`src/rtl/slerp_pkg.sv`:
```
`timescale 1ns / 1ps
`default_nettype none

package slerp_pkg;

    // Fixed-point format of the ports and iteration count of the angle units.
    localparam int FRAC_BITS        = 14;
    localparam int ANGLE_ITERATIONS = 16;
    localparam int IW               = (ANGLE_ITERATIONS > 1) ? $clog2(ANGLE_ITERATIONS) : 1;

    // Depth of the queue between front end and back end.
    localparam int QUEUE_DEPTH = 4;
    localparam int QPTR_W      = $clog2(QUEUE_DEPTH);
    localparam int QCNT_W      = $clog2(QUEUE_DEPTH + 1);

    // Quotient bits of the weight division; weights stay well below 2^38.
    localparam int QB = 38;

    // Rescaling of the raw dot product to Q.30.
    localparam int SH_L = (2 * FRAC_BITS <= 30) ? 30 - 2 * FRAC_BITS : 0;
    localparam int SH_R = (2 * FRAC_BITS > 30) ? 2 * FRAC_BITS - 30 : 0;
    localparam int MW   = 34 + SH_L;

    localparam logic [30:0]        QONE       = 31'h4000_0000;
    localparam logic [30:0]        NEAR_LIMIT = 31'd1073742;
    localparam logic signed [33:0] CORDIC_KINV = 34'sd652032874;

    localparam int OUT_HI_I = (FRAC_BITS >= 15) ? 32767 : (1 << FRAC_BITS);
    localparam int OUT_LO_I = (FRAC_BITS >= 15) ? -32768 : -(1 << FRAC_BITS);
    localparam logic signed [63:0] OUT_HI = 64'(OUT_HI_I);
    localparam logic signed [63:0] OUT_LO = 64'(OUT_LO_I);

    typedef struct packed {
        logic signed [15:0] from_w;
        logic signed [15:0] from_x;
        logic signed [15:0] from_y;
        logic signed [15:0] from_z;
        logic signed [15:0] target_w;
        logic signed [15:0] target_x;
        logic signed [15:0] target_y;
        logic signed [15:0] target_z;
        logic [14:0]        blend;
    } in_t;

    typedef struct packed {
        logic signed [15:0] out_w;
        logic signed [15:0] out_x;
        logic signed [15:0] out_y;
        logic signed [15:0] out_z;
    } out_t;

    // One classified transaction as the front end hands it to the back end.
    // Component index 0 is w, then x, y, z.
    typedef struct packed {
        logic [3:0][15:0] a;     // start quaternion
        logic [3:0][16:0] b;     // end quaternion, negated for the shorter arc
        logic [30:0]      c;     // |dot| in Q.30, saturated to one
        logic [60:0]      n;     // 2^60 - c^2, radicand of sin(theta)
        logic [30:0]      r30;   // clamped ratio in Q.30
        logic             lin;   // near-parallel: use linear weights
    } job_t;

    typedef enum logic [3:0] {
        B_IDLE,
        B_SQRT,
        B_SEL,
        B_VEC,
        B_MULA,
        B_MULB,
        B_ROT,
        B_DINIT,
        B_DIV,
        B_WGT,
        B_MAC,
        B_OUT
    } back_state_t;

    // Arctangent of 2^-i in Q.30 radians.
    function automatic logic [29:0] atan_entry(input logic [4:0] idx);
        logic [29:0] v;
        case (idx)
            5'd0:    v = 30'd843314857;
            5'd1:    v = 30'd497837829;
            5'd2:    v = 30'd263043836;
            5'd3:    v = 30'd133525158;
            5'd4:    v = 30'd67021686;
            5'd5:    v = 30'd33543515;
            5'd6:    v = 30'd16775850;
            5'd7:    v = 30'd8388437;
            5'd8:    v = 30'd4194282;
            5'd9:    v = 30'd2097149;
            5'd10:   v = 30'd1048575;
            5'd11:   v = 30'd524287;
            5'd12:   v = 30'd262143;
            5'd13:   v = 30'd131071;
            5'd14:   v = 30'd65535;
            5'd15:   v = 30'd32767;
            5'd16:   v = 30'd16383;
            5'd17:   v = 30'd8191;
            5'd18:   v = 30'd4095;
            5'd19:   v = 30'd2047;
            5'd20:   v = 30'd1024;
            5'd21:   v = 30'd512;
            5'd22:   v = 30'd256;
            5'd23:   v = 30'd128;
            5'd24:   v = 30'd64;
            5'd25:   v = 30'd32;
            5'd26:   v = 30'd16;
            5'd27:   v = 30'd8;
            5'd28:   v = 30'd4;
            5'd29:   v = 30'd2;
            5'd30:   v = 30'd1;
            default: v = 30'd0;
        endcase
        return v;
    endfunction

endpackage

`default_nettype wire

```
`src/rtl/slerp_queue.sv`:
```
`timescale 1ns / 1ps
`default_nettype none

module slerp_queue (
    input  wire logic                        clk,
    input  wire logic                        rst_n,
    input  wire logic                        push,
    input  wire slerp_pkg::job_t             push_job,
    input  wire logic                        pop,
    output slerp_pkg::job_t                  head,
    output logic                             head_valid,
    output logic [slerp_pkg::QCNT_W-1:0]     count
);

    slerp_pkg::job_t                 mem [slerp_pkg::QUEUE_DEPTH];
    logic [slerp_pkg::QPTR_W-1:0]    wr_ptr_reg;
    logic [slerp_pkg::QPTR_W-1:0]    rd_ptr_reg;
    logic [slerp_pkg::QCNT_W-1:0]    count_reg;
    logic                            do_pop;

    assign do_pop = pop && (count_reg != '0);

    always_ff @(posedge clk or negedge rst_n)
    begin
        if (!rst_n)
        begin
            wr_ptr_reg <= '0;
            rd_ptr_reg <= '0;
            count_reg  <= '0;
        end
        else
        begin
            if (push)
            begin
                wr_ptr_reg <= wr_ptr_reg + 1'b1;
            end
            if (do_pop)
            begin
                rd_ptr_reg <= rd_ptr_reg + 1'b1;
            end
            if (push && !do_pop)
            begin
                count_reg <= count_reg + 1'b1;
            end
            else if (!push && do_pop)
            begin
                count_reg <= count_reg - 1'b1;
            end
        end
    end

    always_ff @(posedge clk)
    begin
        if (push)
        begin
            mem[wr_ptr_reg] <= push_job;
        end
    end

    assign head       = mem[rd_ptr_reg];
    assign head_valid = (count_reg != '0);
    assign count      = count_reg;

endmodule

`default_nettype wire

```
`config.mk`:
```
export PLATFORM = sky130hd
export DESIGN_NAME = slerp_queue
export DESIGN_NICKNAME = d
export VERILOG_FILES = /design/src/rtl/slerp_pkg.sv /design/src/rtl/slerp_queue.sv
export SDC_FILE = /design/constraint.sdc
export NUM_CORES = 1
export LEC_CHECK = 0
export ABC_CLOCK_PERIOD_IN_PS = 13710
export CAP_MARGIN = 20
export CORE_MARGIN = 2
export CORE_UTILIZATION = 56
export CTS_CLUSTER_SIZE = 30
export DETAILED_ROUTE_END_ITERATION = 7
export DONT_BUFFER_PORTS = 1
export PLACE_DENSITY = 0.76
export SLEW_MARGIN = 20
export SYNTH_ARGS = -nofsm -noshare
export SYNTH_HDL_FRONTEND = slang
export SYNTH_SLANG_ARGS = --single-unit
export TNS_END_PERCENT = 5
```
`constraint.sdc`:
```
create_clock -name clk -period 13.71 [get_ports clk]
set_input_delay 0.6855 -clock clk [delete_from_list [all_inputs] [get_ports clk]]
set_output_delay 0.6855 -clock clk [all_outputs]
set_load 0.005 [all_outputs]
```
==> run metrics <==
area leader, netlist edfxtp_1; worst min-delay path class in2reg; Final Cycle Share between 30% and 40%; Static Leak roughly 13 nW; final WL ~73,000 microns; hold worst-path end mem[0][124]$_DFFE_PP_; DRT Pass-1 Iters 5; Finish-stage setup viols 0; crit path time final 4.54 ns; number of diodes 0; reg2reg start wr_ptr_reg[0]$_DFFE_PN0P_; die width 264 microns; Reg2Reg Depth 5; # H-tree levels 3; post-synthesis sequential area ratio between 80% and 90%; Initial Util between 50% and 60%; reg-to-reg endpoint mem[0][195]$_DFFE_PP_; Hold Crit Start push_job[124]; Synth Flop Type edfxtp_1; Yosys warning total 0; Filler Cell Count between 4,000 and 5,000; die extent in y 264 microns; CTS Root Cell clkbuf_16; CTS tree yes; gr usage total between 20% and 30%; pwr dens 212 mW/mm^2; core box area 0.0669 sq mm; max FFs per register about 1,000; Vias per Instance between 6 and 7; area occupied by multi-input gates between 0.006 and 0.007 sq mm; Max VDD drop 204 uV; GRT overflow 0; via count between 10,000 and 15,000; Slew Viols, Final 0; status finished, final reports clean; post-DR wirelength/cell 30.8 microns; Mapped Cells ~1,400; design area between 0.04 and 0.05 sq mm; final hold vios 0; f_max 220 MHz; clock insertion delay at the later pin of the skew report 0.64 ns; Slew HR between 20% and 30%; Post-synth EDFFs between 1,000 and 1,500; Max Cap Violations 0; Commonest cells post-synth edfxtp_1, mux4_2, mux4_1; Least-Margin Pin Slew roughly 1.1 ns; synth-to-layout area growth 10.4%; Req. time, crit path between 10 and 15 ns; Resize count post-CTS 0; PortBufs 0; largest net degree at the start of global routing approximately 140; synth top area cells edfxtp_1, mux4_2, mux4_1, buf_6, dfrtp_1; setup tns final 0 ns; Num CTS Buffers 96; initial antenna violation count 1; crit start category register; DRC 0; worst-path maximum fanout 59; CTS clk-pin slew, worst paths 0.07 ns; drt initial violations 1,416; Mean Syn Cell Area 27.6 sq um; register area 0.0309 sq mm; Worst setup EP type output pin; Max Root-Sink Buffers 3; CP arrival ~3.9 ns; # rows 95; vias in the first global route 15,600; Worst R2R Setup Slack just over 10 ns; CTS Sinks roughly 1,000; layout cell share with drive strength beyond 1 20.1%; asr flop ratio synth less than 1%; dpl hpwl approximately 43,000 microns; mapped cell area between 0.03 and 0.04 sq mm; Net count, final around 1,700; Mapped Nets ~1,600; Crit Path Class reg2out; RSZ-0062 raised after global routing false; GP Congestion 0.776; Post-DP Area 0.0386 sq mm; Cell variety after synth 20; hold-critical path depth 0; synthesized flop and latch total ~1,000; top-count cell post-synth edfxtp_1; DIE AREA between 0.06 and 0.07 sq mm; fin cells 2,374; Cells after DPL 2,202; first-pass GRT wire length ~110,000 microns; clk_skew approximately 0.012 ns; Routed Antenna Nets 0; Synth top area share between 80 and 90%; Boundary Pins 520
[layout make-up]
| class | instances | share of cell area (%) |
|---|---|---|
| inverters | 3 | 0.0270 |
| well taps | 873 | 2.62 |
| clock inverters | 60 | 1.49 |
| multi-input cells | 279 | 15.3 |
| repair buffers | 17 | 0.441 |
| clock buffers | 111 | 5.90 |
| flip-flops and latches | 1031 | 74.2 |
[per-layer routing]
metal / up-vias / part of all wire [%] / track usage (%)
met5: - / 0 / 0
met4: 0 / 2.8 / 7.12
met3: 111 / 11 / 9.38
met2: 645 / 51 / 34.2
met1: 7832 / 35 / 25.2
li1: 6187 / - / -
[worst max-delay path, cell delays in order, from the launching register on]
cell	delay [ns]
dfrtp_4	1.08
buf_4	0.64
buf_6	0.65
mux4_1	0.74
[cell usage in the layout (no fill, tap or decap), types with 2 or more instances in the layout]
| cell | count |
|---|---|
| inv_16 | 3 |
| xor2_1 | 3 |
| clkbuf_16 | 96 |
| clkinv_2 | 15 |
| dfrtp_1 | 5 |
| buf_4 | 11 |
| ha_1 | 5 |
| clkinvlp_4 | 5 |
| xnor2_1 | 3 |
| inv_6 | 2 |
| edfxtp_1 | 1024 |
| bufinv_16 | 10 |
| clkinv_1 | 22 |
| clkbuf_1 | 15 |
| and2_4 | 4 |
| clkinv_4 | 2 |
| buf_12 | 4 |
| mux4_1 | 111 |
| nand2_1 | 2 |
| dfrtp_4 | 2 |
| mux4_2 | 145 |
| inv_1 | 3 |
[stage by stage]
stage	hold WS [ns]	utilization, %	power [W]	setup WS [ns]
3_5_place_dp	0.390	57.7	0.00635	9.44
3_3_place_gp	0.390	57.7	0.00630	9.44
2_1_floorplan	0.390	-	0.00597	6.59
6_report	0.134	62.3	0.00885	9.17
5_1_grt	0.0911	62.3	0.00918	8.83
4_1_cts	0.0814	62.3	0.00897	8.72
[report_power, final]
group	internal [W]	leakage, nW	switching (W)	total [W]
clock network	0.00148	1.49	0.00111	0.00259
logic	0.000815	2.30	0.00110	0.00192
registers	0.00413	9.49	0.000208	0.00434
[worst max-delay path by stage]
| stage | to | startpoint | cells after the start |
|---|---|---|---|
| 6_report | head[29] | rd_ptr_reg[0]$_DFFE_PN0P_ | 3 |
| 5_1_grt | head[29] | rd_ptr_reg[0]$_DFFE_PN0P_ | 3 |
| 3_5_place_dp | head[81] | rd_ptr_reg[0]$_DFFE_PN0P_ | 3 |
| 2_1_floorplan | mem[0][0]$_DFFE_PP_ | push | 1 |
| 4_1_cts | head[29] | rd_ptr_reg[0]$_DFFE_PN0P_ | 3 |
| 3_3_place_gp | head[71] | rd_ptr_reg[0]$_DFFE_PN0P_ | 3 |
[logic make-up after synthesis]
group           Yosys count  synth area share [%]
buf+inv                  61                  1.24
compound gates            1                0.0132
fa+ha+maj                 6                 0.219
flops                  1031                  81.9
simple gates              9                 0.126
xor+xnor                  6                 0.139
mux                     257                  16.4
[timing repair]
action | 4_1_cts | 5_1_grt
hold endpoints to repair | 7 | 0
buffers inserted | 0 | 0
hold buffers | 1 | 0
endpoints found under the setup margin | 0 | 0
(Power assumes the default switching activity.)
